--- config.mk ---
export PLATFORM = sky130hd
export DESIGN_NAME = mesh_relay_filter_backoff_flat
export DESIGN_NICKNAME = d
export VERILOG_FILES = /design/src/design/rmf_pkg.sv /design/src/design/rmf_if.sv /design/src/design/rmf_front.sv /design/src/design/rmf_queue.sv /design/src/design/rmf_back.sv /design/src/design/mesh_relay_filter_backoff.sv /design/src/flat_wrapper.sv
export SDC_FILE = /design/constraint.sdc
export NUM_CORES = 1
export LEC_CHECK = 0
export ABC_AREA = 1
export BUFFER_PORTS_ARGS = -buffer_cell sky130_fd_sc_hd__clkbuf_2
export CAP_MARGIN = 20
export CORE_UTILIZATION = 65
export DETAILED_ROUTE_END_ITERATION = 10
export PLACE_DENSITY = 0.91
export SYNTH_ARGS = -nofsm -noshare
export SYNTH_HDL_FRONTEND = slang
export SYNTH_SLANG_ARGS = --single-unit
--- constraint.sdc ---
create_clock -name clk -period 10 [get_ports clk]
set_clock_uncertainty 0.1 [all_clocks]
set_input_delay 2 -clock clk [delete_from_list [all_inputs] [get_ports clk]]
set_output_delay 2 -clock clk [all_outputs]
set_load 0.005 [all_outputs]
--- src/design/rmf_pkg.sv ---
// Shared types, constants and helpers for the mesh relay filter.
package rmf_pkg;

	localparam int OP_W       = 2;
	localparam int SEQ_W      = 16;
	localparam int HOP_W      = 8;
	localparam int ID_W       = 16;
	localparam int TYPE_W     = 8;
	localparam int DLY_W      = 16;
	localparam int TICK_W     = 17;
	localparam int CFG_IDX_W  = 3;
	localparam int CFG_DATA_W = 16;

	localparam int QUEUE_DEPTH = 2;
	localparam int QPTR_W      = $clog2(QUEUE_DEPTH);
	localparam int DIV_STEPS   = DLY_W;
	localparam int DIV_CNT_W   = $clog2(DIV_STEPS);

	localparam logic [DLY_W-1:0]  LFSR_SEED = 16'hACE1;
	localparam logic [DLY_W-1:0]  LFSR_MASK = 16'hB400;

	localparam logic              RST_RELAY_ENABLE = 1'b0;
	localparam logic [ID_W-1:0]   RST_OWN_ID       = 16'd0;
	localparam logic [TYPE_W-1:0] RST_ACK_TYPE     = 8'd1;
	localparam logic [DLY_W-1:0]  RST_MIN_DELAY    = 16'd100;
	localparam logic [DLY_W-1:0]  RST_DELAY_SPAN   = 16'd400;

	typedef enum logic [OP_W-1:0] {
		OP_PACKET = 2'd0,
		OP_TICK   = 2'd1,
		OP_CANCEL = 2'd2
	} op_t;

	typedef enum logic [CFG_IDX_W-1:0] {
		CFG_RELAY_ENABLE = 3'd0,
		CFG_OWN_ID       = 3'd1,
		CFG_ACK_TYPE     = 3'd2,
		CFG_MIN_DELAY    = 3'd3,
		CFG_DELAY_SPAN   = 3'd4
	} cfg_idx_t;

	typedef struct packed {
		logic              relay_enable;
		logic [ID_W-1:0]   own_id;
		logic [TYPE_W-1:0] ack_type;
		logic [DLY_W-1:0]  min_delay;
		logic [DLY_W-1:0]  delay_span;
	} cfg_t;

	// Classified item handed from front to back; hop is already incremented.
	typedef struct packed {
		op_t              op;
		logic             pkt_ok;
		logic [SEQ_W-1:0] seq;
		logic [HOP_W-1:0] hop;
	} job_t;

	typedef struct packed {
		logic             accepted;
		logic             send_now;
		logic [SEQ_W-1:0] out_seq;
		logic [HOP_W-1:0] out_hop;
	} result_t;

	typedef struct packed {
		logic push;
		logic pop;
	} queue_ctl_t;

	typedef struct packed {
		logic full;
		logic empty;
	} queue_sts_t;

	typedef enum logic [1:0] {
		F_IDLE,
		F_MATCH,
		F_DECIDE
	} front_state_t;

	typedef enum logic [1:0] {
		B_IDLE,
		B_DIV,
		B_EMIT
	} back_state_t;

	// Galois LFSR, right shift
	function automatic logic [DLY_W-1:0] lfsr_next(input logic [DLY_W-1:0] v);
		logic [DLY_W-1:0] s;
		s = v >> 1;
		if (v[0]) begin
			s = s ^ LFSR_MASK;
		end
		return s;
	endfunction

endpackage

--- src/design/rmf_if.sv ---
// Channel interfaces: input items, result items and configuration writes.
interface rmf_item_if;
	import rmf_pkg::*;
	logic              valid;
	logic              ready;
	logic [OP_W-1:0]   opcode;
	logic [SEQ_W-1:0]  seq_num;
	logic [HOP_W-1:0]  hop_count;
	logic [HOP_W-1:0]  max_hop;
	logic [TYPE_W-1:0] msg_type;
	logic [ID_W-1:0]   source_id;
	modport source (output valid, opcode, seq_num, hop_count, max_hop, msg_type, source_id,
		input ready);
	modport sink (input valid, opcode, seq_num, hop_count, max_hop, msg_type, source_id,
		output ready);
endinterface

interface rmf_result_if;
	import rmf_pkg::*;
	logic             valid;
	logic             ready;
	logic             accepted;
	logic             send_now;
	logic [SEQ_W-1:0] out_seq;
	logic [HOP_W-1:0] out_hop;
	modport source (output valid, accepted, send_now, out_seq, out_hop, input ready);
	modport sink (input valid, accepted, send_now, out_seq, out_hop, output ready);
endinterface

interface rmf_cfg_if;
	import rmf_pkg::*;
	logic                  valid;
	logic                  ready;
	logic [CFG_IDX_W-1:0]  index;
	logic [CFG_DATA_W-1:0] data;
	modport source (output valid, index, data, input ready);
	modport sink (input valid, index, data, output ready);
endinterface

--- src/design/rmf_front.sv ---
// Front end: takes items, checks the duplicate cache and classifies packets.
module rmf_front #(
	parameter int CACHE_DEPTH = 8
) (
	input  logic           clk,
	input  logic           arst_n,
	rmf_item_if.sink       item,
	input  rmf_pkg::cfg_t  cfg_bits,
	input  rmf_pkg::queue_sts_t q_sts,
	output logic           push,
	output rmf_pkg::job_t  job
);
	import rmf_pkg::*;

	localparam int SLOT_W = (CACHE_DEPTH > 1) ? $clog2(CACHE_DEPTH) : 1;
	localparam logic [SLOT_W-1:0] LAST_SLOT = SLOT_W'(CACHE_DEPTH - 1);

	front_state_t state_q, state_d;

	logic [SEQ_W-1:0]       seen_q [CACHE_DEPTH];
	logic [SLOT_W-1:0]      slot_q;
	logic [CACHE_DEPTH-1:0] match_q;

	logic [OP_W-1:0]   op_q;
	logic [SEQ_W-1:0]  seq_q;
	logic [HOP_W-1:0]  hop_q;
	logic [HOP_W-1:0]  max_q;
	logic [TYPE_W-1:0] type_q;
	logic [ID_W-1:0]   src_q;

	logic pkt_ok;
	logic take;

	assign pkt_ok = (op_q == OP_PACKET) && cfg_bits.relay_enable
		&& (src_q != cfg_bits.own_id) && !(|match_q)
		&& (hop_q < max_q) && (type_q != cfg_bits.ack_type);

	assign take = item.valid && item.ready;

	assign job.op     = op_t'(op_q);
	assign job.pkt_ok = pkt_ok;
	assign job.seq    = seq_q;
	assign job.hop    = hop_q + HOP_W'(1);

	always_comb begin
		state_d    = state_q;
		item.ready = 1'b0;
		push       = 1'b0;
		case (state_q)
			F_IDLE: begin
				item.ready = 1'b1;
				if (item.valid) begin
					state_d = F_MATCH;
				end
			end
			F_MATCH: begin
				state_d = F_DECIDE;
			end
			F_DECIDE: begin
				if (!q_sts.full) begin
					push    = 1'b1;
					state_d = F_IDLE;
				end
			end
			default: begin
				state_d = F_IDLE;
			end
		endcase
	end

	always_ff @(posedge clk or negedge arst_n) begin
		if (!arst_n) begin
			state_q <= F_IDLE;
		end else begin
			state_q <= state_d;
		end
	end

	always_ff @(posedge clk) begin
		if (take) begin
			op_q   <= item.opcode;
			seq_q  <= item.seq_num;
			hop_q  <= item.hop_count;
			max_q  <= item.max_hop;
			type_q <= item.msg_type;
			src_q  <= item.source_id;
		end
		if (state_q == F_MATCH) begin
			for (int i = 0; i < CACHE_DEPTH; i++) begin
				match_q[i] <= (seen_q[i] == seq_q);
			end
		end
	end

	// cache ring, oldest entry overwritten
	always_ff @(posedge clk or negedge arst_n) begin
		if (!arst_n) begin
			for (int i = 0; i < CACHE_DEPTH; i++) begin
				seen_q[i] <= '0;
			end
			slot_q <= '0;
		end else if (push && pkt_ok) begin
			seen_q[slot_q] <= seq_q;
			slot_q         <= (slot_q == LAST_SLOT) ? '0 : slot_q + SLOT_W'(1);
		end
	end

endmodule

--- src/design/rmf_queue.sv ---
// Short FIFO of classified jobs between front and back.
module rmf_queue (
	input  logic                clk,
	input  logic                arst_n,
	input  rmf_pkg::queue_ctl_t ctl,
	input  rmf_pkg::job_t       wr_job,
	output rmf_pkg::job_t       rd_job,
	output rmf_pkg::queue_sts_t sts
);
	import rmf_pkg::*;

	job_t              slots_q [QUEUE_DEPTH];
	logic [QPTR_W-1:0] wr_ptr_q;
	logic [QPTR_W-1:0] rd_ptr_q;
	logic [QPTR_W:0]   count_q;

	assign sts.full  = (count_q == (QPTR_W + 1)'(QUEUE_DEPTH));
	assign sts.empty = (count_q == '0);
	assign rd_job    = slots_q[rd_ptr_q];

	always_ff @(posedge clk) begin
		if (ctl.push) begin
			slots_q[wr_ptr_q] <= wr_job;
		end
	end

	always_ff @(posedge clk or negedge arst_n) begin
		if (!arst_n) begin
			wr_ptr_q <= '0;
			rd_ptr_q <= '0;
			count_q  <= '0;
		end else begin
			if (ctl.push) begin
				wr_ptr_q <= wr_ptr_q + QPTR_W'(1);
			end
			if (ctl.pop) begin
				rd_ptr_q <= rd_ptr_q + QPTR_W'(1);
			end
			if (ctl.push && !ctl.pop) begin
				count_q <= count_q + (QPTR_W + 1)'(1);
			end else if (ctl.pop && !ctl.push) begin
				count_q <= count_q - (QPTR_W + 1)'(1);
			end
		end
	end

	a_no_overflow: assert property (@(posedge clk) disable iff (!arst_n)
		ctl.push |-> !sts.full || ctl.pop)
		else $error("queue push while full");
	a_no_underflow: assert property (@(posedge clk) disable iff (!arst_n)
		ctl.pop |-> !sts.empty)
		else $error("queue pop while empty");
	a_count_bound: assert property (@(posedge clk) disable iff (!arst_n)
		count_q <= (QPTR_W + 1)'(QUEUE_DEPTH))
		else $error("queue count out of range");

endmodule

--- src/design/rmf_back.sv ---
// Back end: backoff divider, held relay, tick countdown and result register.
module rmf_back (
	input  logic                clk,
	input  logic                arst_n,
	input  rmf_pkg::cfg_t       cfg_bits,
	input  rmf_pkg::job_t       job,
	input  rmf_pkg::queue_sts_t q_sts,
	output logic                pop,
	rmf_result_if.source        result
);
	import rmf_pkg::*;

	back_state_t state_q, state_d;

	job_t                 job_q;
	logic [DLY_W-1:0]     lfsr_q;
	logic [DLY_W-1:0]     dvd_q;
	logic [DLY_W-1:0]     rem_q;
	logic [DLY_W-1:0]     span_q;
	logic [DIV_CNT_W-1:0] cnt_q;

	logic              held_valid_q;
	logic [SEQ_W-1:0]  held_seq_q;
	logic [HOP_W-1:0]  held_hop_q;
	logic [TICK_W-1:0] ticks_q;

	logic    res_valid_q;
	result_t res_q;
	result_t res_d;

	logic              slot_free;
	logic              emit;
	logic              job_ok;
	logic [DLY_W-1:0]  lfsr_nx;
	logic [DLY_W:0]    rem_sh;
	logic [DLY_W:0]    rem_sub;
	logic              rem_ge;
	logic [TICK_W-1:0] tdec;
	logic [TICK_W-1:0] backoff;

	assign slot_free = !res_valid_q || result.ready;
	assign job_ok    = (job.op == OP_PACKET) && job.pkt_ok;
	assign lfsr_nx   = lfsr_next(lfsr_q);

	// restoring division, one quotient bit a cycle
	assign rem_sh  = {rem_q, dvd_q[DLY_W-1]};
	assign rem_ge  = rem_sh >= {1'b0, span_q};
	assign rem_sub = rem_sh - {1'b0, span_q};

	assign tdec    = (ticks_q != '0) ? ticks_q - TICK_W'(1) : ticks_q;
	assign backoff = {1'b0, cfg_bits.min_delay} + {1'b0, rem_q};

	always_comb begin
		state_d = state_q;
		pop     = 1'b0;
		emit    = 1'b0;
		case (state_q)
			B_IDLE: begin
				if (!q_sts.empty) begin
					pop     = 1'b1;
					state_d = job_ok ? B_DIV : B_EMIT;
				end
			end
			B_DIV: begin
				if (cnt_q == '0) begin
					state_d = B_EMIT;
				end
			end
			B_EMIT: begin
				if (slot_free) begin
					emit    = 1'b1;
					state_d = B_IDLE;
				end
			end
			default: begin
				state_d = B_IDLE;
			end
		endcase
	end

	always_comb begin
		res_d = '0;
		case (job_q.op)
			OP_PACKET: begin
				res_d.accepted = job_q.pkt_ok;
			end
			OP_TICK: begin
				if (held_valid_q && tdec == '0) begin
					res_d.send_now = 1'b1;
					res_d.out_seq  = held_seq_q;
					res_d.out_hop  = held_hop_q;
				end
			end
			default: begin
				res_d = '0;
			end
		endcase
	end

	always_ff @(posedge clk or negedge arst_n) begin
		if (!arst_n) begin
			state_q      <= B_IDLE;
			lfsr_q       <= LFSR_SEED;
			held_valid_q <= 1'b0;
			held_seq_q   <= '0;
			held_hop_q   <= '0;
			ticks_q      <= '0;
			res_valid_q  <= 1'b0;
		end else begin
			state_q <= state_d;
			if (pop && job_ok) begin
				lfsr_q <= lfsr_nx;
			end
			if (emit) begin
				res_valid_q <= 1'b1;
			end else if (result.ready) begin
				res_valid_q <= 1'b0;
			end
			if (emit) begin
				case (job_q.op)
					OP_PACKET: begin
						if (job_q.pkt_ok) begin
							held_valid_q <= 1'b1;
							held_seq_q   <= job_q.seq;
							held_hop_q   <= job_q.hop;
							ticks_q      <= backoff;
						end
					end
					OP_TICK: begin
						if (held_valid_q) begin
							ticks_q <= tdec;
							if (tdec == '0) begin
								held_valid_q <= 1'b0;
							end
						end
					end
					OP_CANCEL: begin
						held_valid_q <= 1'b0;
						ticks_q      <= '0;
					end
					default: begin
						held_valid_q <= held_valid_q;
					end
				endcase
			end
		end
	end

	always_ff @(posedge clk) begin
		if (pop) begin
			job_q  <= job;
			dvd_q  <= lfsr_nx;
			rem_q  <= '0;
			span_q <= (cfg_bits.delay_span == '0) ? DLY_W'(1) : cfg_bits.delay_span;
			cnt_q  <= DIV_CNT_W'(DIV_STEPS - 1);
		end else if (state_q == B_DIV) begin
			dvd_q <= dvd_q << 1;
			rem_q <= rem_ge ? rem_sub[DLY_W-1:0] : rem_sh[DLY_W-1:0];
			cnt_q <= cnt_q - DIV_CNT_W'(1);
		end
		if (emit) begin
			res_q <= res_d;
		end
	end

	assign result.valid    = res_valid_q;
	assign result.accepted = res_q.accepted;
	assign result.send_now = res_q.send_now;
	assign result.out_seq  = res_q.out_seq;
	assign result.out_hop  = res_q.out_hop;

	a_div_exit: assert property (@(posedge clk) disable iff (!arst_n)
		(state_q == B_DIV && cnt_q == '0) |=> state_q == B_EMIT)
		else $error("divider did not finish after its last step");
	a_accept_holds: assert property (@(posedge clk) disable iff (!arst_n)
		(emit && res_d.accepted) |=> held_valid_q)
		else $error("accepted packet left no held relay");
	a_quiet_fields: assert property (@(posedge clk) disable iff (!arst_n)
		(result.valid && !result.send_now) |-> (result.out_seq == '0 && result.out_hop == '0))
		else $error("relay fields set without a send");

endmodule

--- src/design/mesh_relay_filter_backoff.sv ---
// Flow: the front registers a beat, checks the duplicate cache, decides and enqueues it;
// the back pops the job and runs an accepted packet through the 16-step backoff divider.
// The front takes a new beat only once the last is enqueued, and waits while the 2-entry
// job queue is full; the back pops a new job only after emitting the previous result.
// Reset (arst_n low, asynchronous): registers to their defaults, duplicate cache to zeros,
// LFSR to 0xACE1, no relay held, queue and result register empty.
module mesh_relay_filter_backoff #(
	parameter int CACHE_DEPTH = 8
) (
	input  logic         clk,
	input  logic         arst_n,
	rmf_item_if.sink     item,
	rmf_result_if.source result,
	rmf_cfg_if.sink      cfg
);
	import rmf_pkg::*;

	cfg_t       cfg_q;
	job_t       push_job;
	job_t       pop_job;
	queue_ctl_t q_ctl;
	queue_sts_t q_sts;
	logic       front_push;
	logic       back_pop;

	// Configuration writes are always taken; out-of-range indexes are dropped.
	assign cfg.ready = 1'b1;

	always_ff @(posedge clk or negedge arst_n) begin
		if (!arst_n) begin
			cfg_q.relay_enable <= RST_RELAY_ENABLE;
			cfg_q.own_id       <= RST_OWN_ID;
			cfg_q.ack_type     <= RST_ACK_TYPE;
			cfg_q.min_delay    <= RST_MIN_DELAY;
			cfg_q.delay_span   <= RST_DELAY_SPAN;
		end else if (cfg.valid && cfg.ready) begin
			case (cfg_idx_t'(cfg.index))
				CFG_RELAY_ENABLE: cfg_q.relay_enable <= cfg.data[0];
				CFG_OWN_ID:       cfg_q.own_id       <= cfg.data[ID_W-1:0];
				CFG_ACK_TYPE:     cfg_q.ack_type     <= cfg.data[TYPE_W-1:0];
				CFG_MIN_DELAY:    cfg_q.min_delay    <= cfg.data[DLY_W-1:0];
				CFG_DELAY_SPAN:   cfg_q.delay_span   <= cfg.data[DLY_W-1:0];
				default: begin
					cfg_q <= cfg_q;
				end
			endcase
		end
	end

	// Front: accept beat, register per-entry cache matches, then decide and
	// enqueue. Cache and write slot live here so the next packet sees this
	// one's entry regardless of how far behind the back end is.
	rmf_front #(
		.CACHE_DEPTH(CACHE_DEPTH)
	) u_front (
		.clk      (clk),
		.arst_n   (arst_n),
		.item     (item),
		.cfg_bits (cfg_q),
		.q_sts    (q_sts),
		.push     (front_push),
		.job      (push_job)
	);

	assign q_ctl.push = front_push;
	assign q_ctl.pop  = back_pop;

	rmf_queue u_queue (
		.clk    (clk),
		.arst_n (arst_n),
		.ctl    (q_ctl),
		.wr_job (push_job),
		.rd_job (pop_job),
		.sts    (q_sts)
	);

	// Back: owns LFSR, held relay and countdown; one output register keeps
	// a finished result waiting while the front keeps filling the queue.
	rmf_back u_back (
		.clk      (clk),
		.arst_n   (arst_n),
		.cfg_bits (cfg_q),
		.job      (pop_job),
		.q_sts    (q_sts),
		.pop      (back_pop),
		.result   (result)
	);

endmodule
--- src/flat_wrapper.sv ---
// flat-port wrapper written by rule: the top's interface ports become plain ports
module mesh_relay_filter_backoff_flat import rmf_pkg::*;
#(
	parameter int CACHE_DEPTH = 8
)
  (clk, arst_n, item_valid, item_opcode, item_seq_num, item_hop_count, item_max_hop, item_msg_type, item_source_id, item_ready, result_valid, result_accepted, result_send_now, result_out_seq, result_out_hop, result_ready, cfg_valid, cfg_index, cfg_data, cfg_ready);
  rmf_item_if item_i ();
  rmf_result_if result_i ();
  rmf_cfg_if cfg_i ();
  input  logic clk;
  input  logic arst_n;
  input wire logic [$bits(item_i.valid)-1:0] item_valid;
  input wire logic [$bits(item_i.opcode)-1:0] item_opcode;
  input wire logic [$bits(item_i.seq_num)-1:0] item_seq_num;
  input wire logic [$bits(item_i.hop_count)-1:0] item_hop_count;
  input wire logic [$bits(item_i.max_hop)-1:0] item_max_hop;
  input wire logic [$bits(item_i.msg_type)-1:0] item_msg_type;
  input wire logic [$bits(item_i.source_id)-1:0] item_source_id;
  output wire logic [$bits(item_i.ready)-1:0] item_ready;
  output wire logic [$bits(result_i.valid)-1:0] result_valid;
  output wire logic [$bits(result_i.accepted)-1:0] result_accepted;
  output wire logic [$bits(result_i.send_now)-1:0] result_send_now;
  output wire logic [$bits(result_i.out_seq)-1:0] result_out_seq;
  output wire logic [$bits(result_i.out_hop)-1:0] result_out_hop;
  input wire logic [$bits(result_i.ready)-1:0] result_ready;
  input wire logic [$bits(cfg_i.valid)-1:0] cfg_valid;
  input wire logic [$bits(cfg_i.index)-1:0] cfg_index;
  input wire logic [$bits(cfg_i.data)-1:0] cfg_data;
  output wire logic [$bits(cfg_i.ready)-1:0] cfg_ready;
  assign item_i.valid = item_valid;
  assign item_i.opcode = item_opcode;
  assign item_i.seq_num = item_seq_num;
  assign item_i.hop_count = item_hop_count;
  assign item_i.max_hop = item_max_hop;
  assign item_i.msg_type = item_msg_type;
  assign item_i.source_id = item_source_id;
  assign item_ready = item_i.ready;
  assign result_valid = result_i.valid;
  assign result_accepted = result_i.accepted;
  assign result_send_now = result_i.send_now;
  assign result_out_seq = result_i.out_seq;
  assign result_out_hop = result_i.out_hop;
  assign result_i.ready = result_ready;
  assign cfg_i.valid = cfg_valid;
  assign cfg_i.index = cfg_index;
  assign cfg_i.data = cfg_data;
  assign cfg_ready = cfg_i.ready;
  mesh_relay_filter_backoff #(.CACHE_DEPTH(CACHE_DEPTH)) u_core (.clk(clk), .arst_n(arst_n), .item(item_i), .result(result_i), .cfg(cfg_i));
endmodule
---- Word-level counts from Yosys, hierarchy flattened ----
Memory sizes are Yosys's and may differ from the RTL's.
Cells that the tools add are included.
storage, ports and cells
  memories ................................ 1
  bits of input ports ..................... 82
  register bits ........................... 426
  memory bits (writable) .................. 54
  output and inout bits ................... 29
memories
  name                    depth  bits a word  rd ports  clocked after Yosys merged registers in  wr ports  RTL line         RTL
  u_core.u_queue.slots_q  2      27           1         0                                        1         rmf_queue.sv:12  job_t slots_q [QUEUE_DEPTH];
operators by class
  muxes and demuxes ....................... 38
  equal/unequal tests ..................... 29
  magnitude comparators ................... 4
  bitwise gates (word level) .............. 2
  add/subtract/negate cells ............... 10
  reductions and logical operators ........ 45
operators by type and width
  cell                     number
  $bwmux W128              1
  $eq A16 B16 Y1           8
  $mux W16                 5
  $mux W17                 3
  $pmux W17 S3             1
  $demux W16 S3            1
  $mux W25                 1
  $add A16 B16 Y17         1
  $ge A17 B16 Y1           1
  $logic_not A17 Y1        1
  $reduce_bool A17 Y1      1
  $sub A17 B1 Y17 const B  1
  $logic_not A16 Y1        1
  $mux W2                  8
  $ne A16 B16 Y1           1
  $sub A16 B16 Y16         1
  $mux W1                  14
  $ne A2 B2 Y1 const B     7
  $reduce_and A2 Y1        7
  $logic_and A1 B1 Y1      13
  $logic_not A2 Y1         6
  $pmux W2 S3              2
  $reduce_and A3 Y1        3
  $add A8 B1 Y8 const B    1
  other kinds (25)         39

---- Depth between registers and ports, before layout ----
Gate-level depths: netlist of the first run.
  word-level depth ........................ 7
  gate-level depth with buffers ........... 15

---- By module ----
From an unflattened synthesis of the first run, not the netlist that was laid out.
second synthesis, totals
  cell total of the unflattened synthesis .. 2,469
  area total of the unflattened synthesis .. 23,446.2 sq um
by module, submodules not included
  module                     seq. area each (sq um)  times used  cells an instance  area an instance (sq um)
  rmf_front                  5,310.1                 1           1,099              10,217.3
  rmf_back                   4,489.3                 1           1,002              8,664.6
  mesh_relay_filter_backoff  1,435.1                 1           259                2,309.7
  rmf_queue                  1,721.7                 1           109                2,254.7

---- Worst setup path before layout of the first run ----
OpenSTA, ideal clock, no wires.
  path type ............................... input to register
  start point ............................. in item_valid
  end point ............................... reg u_core.u_front.hop_q[0] (enable)
  buffers on the path ..................... 0
  stages on the path ...................... 1
  required time ........................... 9,343 ps
  path slack .............................. 3,135 ps
  arrival ................................. 6,207 ps
  setup time .............................. 557 ps
  cells stage by stage .................... nor3b_1
between the ends
  longest elaborated chain between the ends .. 1
RTL lines
  item                  RTL line            RTL
  start, declared       flat_wrapper.sv:12  input wire logic [$bits(item_i.valid)-1:0] item_valid;
  $logic_and A1 B1 Y1   rmf_front.sv:38     assign take = item.valid && item.ready;
  end signal, assigned  rmf_front.sv:83     hop_q <= item.hop_count;
  end, declared         rmf_front.sv:26     logic [HOP_W-1:0] hop_q;
Every way passes these cells.
A chain may end at the register's enable or synchronous reset.

---- Worst setup path after layout of the first run ----
  start point ............................. reg u_core.u_front.state_q[1]
  end point ............................... out item_ready
between the ends
  longest elaborated chain between the ends .. 2
RTL lines
  item                    RTL line            RTL
  start, declared         rmf_front.sv:18     front_state_t state_q, state_d;
  start signal, assigned  rmf_front.sv:75     state_q <= state_d;
  $logic_not A2 Y1        rmf_front.sv:49     case (state_q)
  $mux W1                 rmf_front.sv:49
  end, declared           flat_wrapper.sv:19  output wire logic [$bits(item_i.ready)-1:0] item_ready;
Every way passes these cells.

==> flow_metrics.env, run 1 <==
export IMPL_run_status="finished clean"
export IMPL_unrepaired_setup_endpoints_after_global_routing="false"
export IMPL_vdd_ir_drop_max_uv=162
export IMPL_grt_overflow_total=0
export IMPL_finalWeightedCongestion=0.878
export IMPL_critPathLaunchType="flip-flop"
export IMPL_dpl_worst_slack_ps=5950
export IMPL_initial_utilization_pct=66.6
export IMPL_post_cts_buffers=0
export IMPL_hold_viol=0
export IMPL_worst_hold_margin_ps=383
export IMPL_total_track_usage_pct=30.5
export IMPL_synth_yosys_warnings=0
export IMPL_layout_area_overhead_vs_synth_pct=11.2
export IMPL_hold_class="flip-flop to flip-flop"
export IMPL_h_tree_depth=2
export IMPL_clock_insertion_delay_worst_skew_ps=570
export IMPL_detail_route_first_pass_iterations=7
export IMPL_cts_buffers_inserted=47
export IMPL_ios=111
export IMPL_fillerInstances=2188
export IMPL_vias_per_cell=5.87
export IMPL_layout_common_cells="662 x sky130_fd_sc_hd__nand2_1, 240 x sky130_fd_sc_hd__dfrtp_1, 205 x sky130_fd_sc_hd__edfxtp_1"
export IMPL_grt_max_degree=144
export IMPL_wl_per_cell_um=18.2
export IMPL_synth_enable_flop_cells=205
export IMPL_die_h_um=188
export IMPL_crit_path_end_kind="output pin"
export IMPL_die_area_um2=35500
export IMPL_synth_seq_area_share_pct=57.4
export IMPL_number_of_global_route_vias_before_repair=16941
export IMPL_synth_cell_types=53
export IMPL_ff2ff_setup_slack_ps=6550
export IMPL_fp_coreArea_um2=33900
export IMPL_syn_cell_area_um2=22600
export IMPL_max_cap_violations=0
export IMPL_maxClockFrequency_mhz=281
export IMPL_syn_mean_instance_area_um2=9.52
export IMPL_ys_async_sr_fraction_pct=53.1
export IMPL_global_route_wire_length_before_repair_um=85700
export IMPL_route_final_wire_length_um=53300
export IMPL_timing_setup_tns_ps=0
export IMPL_cts_root_buffer="sky130_fd_sc_hd__clkbuf_16"
export IMPL_timing_critical_path_cells="nor2_1 -> clkbuf_2"
export IMPL_cts_hold_fix_buffers=0
export IMPL_cell_with_the_largest_stage_delay_on_the_worst_path="sky130_fd_sc_hd__dfrtp_1"
export IMPL_routed_via_count=17195
export IMPL_grt_antenna_before_repair=1
export IMPL_drt_initial_drc_count=1668
export IMPL_mostFrequentLayoutCell="sky130_fd_sc_hd__nand2_1"
export IMPL_critical_path_max_stage_delay_ps=460
export IMPL_maxSlewHeadroom_pct=22.1
export IMPL_worstPathMaxFanout=7
export IMPL_layout_cells_sized_above_1_pct=12.5
export IMPL_crit_arrival_ps=1460
export IMPL_post_cts_resize_count=0
export IMPL_number_of_standard_cell_rows_in_the_floorplan=67
export IMPL_final_max_slew_viol_count=0
export IMPL_placed_area_um2=23500
export IMPL_tritoncts="built"
export IMPL_post_route_min_period_ps=3560
export IMPL_final_min_period_over_clock_period_pct=35.6
export IMPL_clkTransAtPathRegs_ps=60
export IMPL_chipWidth_um=188
export IMPL_power_per_cell_area_nw_per_um2=250
export IMPL_postRouteAntennaNets=0
export IMPL_design_area_um2=25100
export IMPL_worst_path_dominant_cell_family="flip-flops"
export IMPL_clkSinkCount=480
export IMPL_drcViolationCount=0
export IMPL_number_of_buffer_and_inverter_instances_along_the_worst_setup_path=1
export IMPL_layout_nets=2575
export IMPL_postSynthCellCount=2372
export IMPL_worst_ep_required_time_ps=7900
export IMPL_postSynthNetCount=2506
export IMPL_detailed_place_hpwl_um=34300
export IMPL_number_of_synthesized_register_bits=480
export IMPL_tightestPinTransition_ps=1170
export IMPL_p_leak_nw=11.5
export IMPL_port_buffers=109
export IMPL_finalSetupViolCount=0
export IMPL_leading_register_cell_type_out_of_synthesis="sky130_fd_sc_hd__dfrtp_1"
export IMPL_final_util_pct=74.1
export IMPL_ctsLongestPathBuffers=3
export IMPL_critical_path_class="flip-flop to output pin"
export IMPL_setup_ws_ps=6440
-- worst reg2reg max path: stages (launching register included) --
cell	delay (ps)
sky130_fd_sc_hd__edfxtp_1	450
sky130_fd_sc_hd__ha_1	270
sky130_fd_sc_hd__nor4_1	370
sky130_fd_sc_hd__nand4_1	210
sky130_fd_sc_hd__nor2_1	180
sky130_fd_sc_hd__nand4_1	270
sky130_fd_sc_hd__nor2_4	700
sky130_fd_sc_hd__buf_4	460
sky130_fd_sc_hd__nand3_1	200
sky130_fd_sc_hd__nand2_1	150
-- final timing paths --
| kind | startpoint | endpoint | depth (start not counted) |
|---|---|---|---|
| hold / removal | u_core.u_back.lfsr_q[13]$_DFFE_PN1P_ | u_core.u_back.lfsr_q[13]$_DFFE_PN1P_ | 2 |
| hold reg to reg | u_core.u_back.lfsr_q[13]$_DFFE_PN1P_ | u_core.u_back.lfsr_q[13]$_DFFE_PN1P_ | 2 |
| setup / recovery | u_core.u_front.state_q[1]$_DFFE_PN0P_ | item_ready | 2 |
| max in group asynchronous | arst_n | u_core.u_back.ticks_q[11]$_DFFE_PN0P_ | 2 |
| setup reg to reg | u_core.u_front.hop_q[7]$_DFFE_PP_ | u_core.u_front.seen_q[67]$_DFFE_PN0P_ | 9 |
| min in group asynchronous | arst_n | u_core.cfg_q[54]$_DFFE_PN0P_ | 1 |
-- logic make-up (layout without fill, tap and decap cells) --
group                    Yosys count  count (layout)  synth area share [%]
flip-flops                       480             480                  57.4
other                              1               2                0.0166
AND/OR/NAND/NOR                 1121            1121                  22.2
buffers and inverters            303             411                  5.26
AO/OA/AOI/OAI                    260             260                  6.16
adder cells (fa/ha/maj)           52              52                  2.95
XOR/XNOR                         155             155                  6.01
-- final cells by class --
cell class                      count  area (um2)  area share [%]
Multi-Input combinational cell   1589        8460            33.7
Tap cell                          448         561            2.23
Timing Repair Buffer              136         771            3.07
Inverter                          187         702            2.80
Antenna cell                        1        2.50         0.00997
Clock buffer                       67        1380            5.51
Clock inverter                     21         265            1.06
Sequential cell                   480       13000            51.6
-- per-stage QoR --
| step | cells | power (mW) |
|---|---|---|
| after floorplan | 2372 | 3.92 |
| after global placement | 2840 | 4.31 |
| after detailed placement | 2840 | 4.41 |
| after CTS | 2928 | 6.27 |
| after global routing | 2929 | 6.59 |
| final | 2929 | 6.28 |
-- flip-flops by register name (all words and copies together) (netlist names), 3 cells and up --
name	flops
u_core.u_front.seen_q	128
u_core.cfg_q	57
u_core.u_queue.slots_q	54
u_core.u_back.job_q	27
u_core.u_back.ticks_q	17
u_core.u_back.dvd_q	16
u_core.u_back.held_seq_q	16
u_core.u_back.lfsr_q	16
u_core.u_back.rem_q	16
u_core.u_back.result.out_seq	16
u_core.u_back.span_q	16
u_core.u_front.seq_q	16
u_core.u_front.src_q	16
u_core.u_back.held_hop_q	8
u_core.u_back.result.out_hop	8
u_core.u_front.hop_q	8
u_core.u_front.match_q	8
u_core.u_front.max_q	8
u_core.u_front.type_q	8
u_core.u_back.cnt_q	4
u_core.u_front.slot_q	3
-- synthesized netlist by cell type, types with 42 or more instances --
master	instances	area share, %
sky130_fd_sc_hd__a21oi_1	83	1.8
sky130_fd_sc_hd__clkbuf_1	84	1.4
sky130_fd_sc_hd__dfrtp_1	240	27
sky130_fd_sc_hd__edfxtp_1	205	27
sky130_fd_sc_hd__ha_1	50	2.8
sky130_fd_sc_hd__inv_1	178	3.0
sky130_fd_sc_hd__nand2_1	662	11
sky130_fd_sc_hd__nand3_1	183	4.1
sky130_fd_sc_hd__nand4_1	42	1.2
sky130_fd_sc_hd__nor2_1	127	2.1
sky130_fd_sc_hd__o21ai_0	133	2.9
sky130_fd_sc_hd__xnor2_1	135	5.2
-- layer usage --
layer  routed length, um  global-route usage [%]
met3                4390                    5.42
met5                   0                       0
met1               21000                    39.8
met2               25300                    49.4
met4                2560                    15.2
-- where the power goes --
part | leakage (nW) | internal [mW] | switching, mW
clock network | 0.809 | 1.10 | 0.756
logic | 5.30 | 0.497 | 1.07
registers | 5.41 | 2.60 | 0.260
total | 11.5 | 4.19 | 2.09
Power figures use the tool's default switching activity.
==> run 2, diff against run 1 <==
ABC_AREA = 0   (was 1)
CORE_UTILIZATION = 61   (was 65)
PLACE_DENSITY = 0.86   (was 0.91)
clock period = 3.3 ns   (was 10 ns; I/O delays follow)
==> run 2 against run 1 <==
Synthesized cell count fell by 31%; largest cell class unchanged; non-clock buffer count rose by 18; flip-flop and latch count did not move; clock power rose to 3.0 times the previous value; first-iteration DRC count fell by 50%; core utilization fell by 3.4 points; area after synthesis fell by 3.5%; wire length fell by 14%; design area fell by 2.0%; cell count fell by 24%; combinational power rose to 2.9 times the previous value; highest routed layer unchanged; die area rose by 2.8%.
==> flow_metrics.env, run 2 <==
export IMPL_run_status="finished clean"
export IMPL_p_leak_nw=10.2
export IMPL_fillerInstances=2190
export IMPL_mostFrequentLayoutCell="sky130_fd_sc_hd__mux2_2"
export IMPL_synth_top_area_cell="sky130_fd_sc_hd__edfxtp_1"
export IMPL_fraction_of_power_consumed_by_the_clock_network_pct=29.0
export IMPL_max_cap_violations=0
export IMPL_die_area_um2=36500
export IMPL_yosys_area_top_type_share_pct=28.3
export IMPL_postRouteAntennaNets=0
export IMPL_syn_cell_area_um2=21800
export IMPL_fp_coreArea_um2=34800
export IMPL_top_count_cell_post_synth="sky130_fd_sc_hd__mux2_2"
export IMPL_wl_per_cell_um=20.6
export IMPL_worst_ep_required_time_ps=3650
export IMPL_critPathLaunchType="flip-flop"
export IMPL_pwr_share_comb_pct=23.8
export IMPL_largest_register_ffs=128
export IMPL_number_of_standard_cell_rows_in_the_floorplan=68
export IMPL_die_h_um=191
export IMPL_net_switching_power_mw=5.84
export IMPL_drcViolationCount=0
export IMPL_vias_per_cell=5.91
export IMPL_registers_top_by_ff_count="u_core.u_front.seen_q"
export IMPL_route_final_wire_length_um=45900
export IMPL_ios=111
export IMPL_top_regs="u_core.u_front.seen_q (128), u_core.cfg_q (57), u_core.u_queue.slots_q (54)"
export IMPL_final_max_slew_viol_count=0
export IMPL_pwr_share_seq_pct=47.2
export IMPL_internal_power_mw=13.1
export IMPL_synth_area_top_cells="sky130_fd_sc_hd__edfxtp_1 28%, sky130_fd_sc_hd__dfrtp_1 28%, sky130_fd_sc_hd__mux2_2 13%"
export IMPL_layout_nets=1874
export IMPL_postSynthNetCount=1762
export IMPL_synth_seq_area_share_pct=59.5
export IMPL_unrepaired_setup_endpoints_after_global_routing="false"
export IMPL_switching_share_pct=30.8
export IMPL_netlist_top_cells_count="245 x sky130_fd_sc_hd__mux2_2, 240 x sky130_fd_sc_hd__dfrtp_1, 205 x sky130_fd_sc_hd__edfxtp_1"
export IMPL_chipWidth_um=191
export IMPL_design_area_um2=24600
export IMPL_routed_via_count=13212
export IMPL_post_route_min_period_ps=3180
export IMPL_timing_setup_tns_ps=0
export IMPL_synth_enable_flop_cells=205
export IMPL_worst_hold_margin_ps=158
export IMPL_crit_arrival_ps=3540
export IMPL_vdd_ir_drop_max_uv=489
export IMPL_finalWeightedCongestion=0.920
export IMPL_maxClockFrequency_mhz=314
export IMPL_final_min_period_over_clock_period_pct=96.5
export IMPL_synth_yosys_warnings=0
export IMPL_cts_root_buffer="sky130_fd_sc_hd__clkbuf_16"
export IMPL_number_of_global_route_vias_before_repair=13687
export IMPL_tightestPinTransition_ps=1030
export IMPL_detailed_place_hpwl_um=30600
export IMPL_finalSetupViolCount=0
export IMPL_total_track_usage_pct=26.3
export IMPL_global_route_wire_length_before_repair_um=73900
export IMPL_power_per_cell_area_nw_per_um2=770
export IMPL_layout_common_cells="245 x sky130_fd_sc_hd__mux2_2, 240 x sky130_fd_sc_hd__dfrtp_1, 205 x sky130_fd_sc_hd__edfxtp_1"
export IMPL_synth_cell_types=77
export IMPL_worstPathMaxFanout=16
export IMPL_clkSinkCount=480
export IMPL_ys_async_sr_fraction_pct=53.1
export IMPL_hold_viol=0
export IMPL_h_tree_depth=2
export IMPL_grt_max_degree=73
export IMPL_placed_area_um2=23000
export IMPL_clock_insertion_delay_worst_skew_ps=570
export IMPL_grt_overflow_total=0
export IMPL_postSynthCellCount=1628
export IMPL_critical_path_class="flip-flop to flip-flop"
export IMPL_tritoncts="built"
export IMPL_grt_antenna_before_repair=1
export IMPL_cts_buffers_inserted=48
export IMPL_leading_register_cell_type_out_of_synthesis="sky130_fd_sc_hd__dfrtp_1"
export IMPL_maxSlewHeadroom_pct=31.5
export IMPL_detail_route_first_pass_iterations=5
export IMPL_port_buffers=109
export IMPL_drt_initial_drc_count=831
export IMPL_initial_utilization_pct=62.6
export IMPL_number_of_synthesized_register_bits=480
export IMPL_clkTransAtPathRegs_ps=70
export IMPL_ctsLongestPathBuffers=3
export IMPL_crit_path_end_kind="flip-flop"
export IMPL_hold_class="primary input to flip-flop"
export IMPL_layout_area_overhead_vs_synth_pct=13.0
export IMPL_syn_mean_instance_area_um2=13.4
export IMPL_layout_cells_sized_above_1_pct=28.5
run 2: what timing repair did:
item                                    CTS  global route
hold buffers                              1             0
resized for setup                         0             2
endpoints found under the setup margin    0            63
setup buffers                             0             0
hold endpoints to repair                 61             0
run 2: cell families (layout without fill, tap and decap cells):
group | Yosys count | in the layout | share of synthesized area (%)
XOR/XNOR | 194 | 194 | 7.80
flip-flops | 480 | 480 | 59.5
multiplexers | 264 | 264 | 13.6
other | 1 | 2 | 0.0172
buffers and inverters | 134 | 284 | 2.50
AND/OR/NAND/NOR | 330 | 330 | 8.28
AO/OA/AOI/OAI | 173 | 173 | 5.27
adder cells (fa/ha/maj) | 52 | 52 | 3.06
run 2: area by class of cell:
type / count / area [um2] / area share (%)
Antenna cell: 1 / 2.50 / 0.0102
Sequential cell: 480 / 13000 / 52.7
Tap cell: 455 / 569 / 2.31
Inverter: 42 / 158 / 0.641
Multi-Input combinational cell: 1014 / 8290 / 33.7
Clock inverter: 18 / 255 / 1.04
Timing Repair Buffer: 154 / 1030 / 4.20
Clock buffer: 70 / 1340 / 5.46
run 2: worst max-delay path: stages, from the launching register on:
cell,delay [ps]
sky130_fd_sc_hd__edfxtp_1,420
sky130_fd_sc_hd__ha_1,360
sky130_fd_sc_hd__nand2_1,80
sky130_fd_sc_hd__nand2_1,90
sky130_fd_sc_hd__or4_4,560
sky130_fd_sc_hd__a2111o_2,600
sky130_fd_sc_hd__nor4b_4,310
sky130_fd_sc_hd__buf_12,190
sky130_fd_sc_hd__mux2_2,350
run 2: worst paths after layout:
path / start / to / slack, ps / cells after the start
max in group asynchronous: arst_n / u_core.cfg_q[32]$_DFFE_PN1P_ / 1630 / 3
min in group asynchronous: arst_n / u_core.u_back.ticks_q[5]$_DFFE_PN0P_ / 560 / 2
worst max register to register: u_core.u_front.hop_q[7]$_DFFE_PP_ / u_core.u_front.seen_q[86]$_DFFE_PN0P_ / 120 / 8
worst min-delay path: item_source_id[15] / u_core.u_front.src_q[15]$_DFFE_PP_ / 160 / 1
worst min register to register: u_core.cfg_q[15]$_DFFE_PN0P_ / u_core.u_back.span_q[15]$_SDFFCE_PN0P_ / 370 / 0
worst max-delay path: u_core.u_front.hop_q[7]$_DFFE_PP_ / u_core.u_front.seen_q[86]$_DFFE_PN0P_ / 120 / 8
run 2: power by group through the flow:
stage / Sequential [mW] / Combinational (mW) / Clock, mW
3_5_place_dp: 9.01 / 4.43 / 0
5_1_grt: 9.09 / 4.97 / 5.82
4_1_cts: 8.92 / 4.50 / 5.57
6_report: 8.94 / 4.51 / 5.49
3_3_place_gp: 8.91 / 4.25 / 0
2_1_floorplan: 8.55 / 3.37 / 0
run 2: stage by stage:
stage                     utilization, %  worst slack (ps)  power, mW  cells
final                               70.7               116       18.9   2234
after global routing                70.7              5.88       19.9   2233
after CTS                           70.7              66.1       19.0   2233
after detailed placement            66.1               101       13.4   2144
after global placement              66.1               240       13.2   2144
after floorplan                        -               253       11.9   1628
run 2: metal layers:
layer / vias up / share of wire [%] / GRT usage [%]
met2: 458 / 49 / 43.1
li1: 6063 / - / -
met1: 6575 / 42 / 35.0
met5: - / 0 / 0
met4: 0 / 3.7 / 10.7
met3: 116 / 5.6 / 4.35
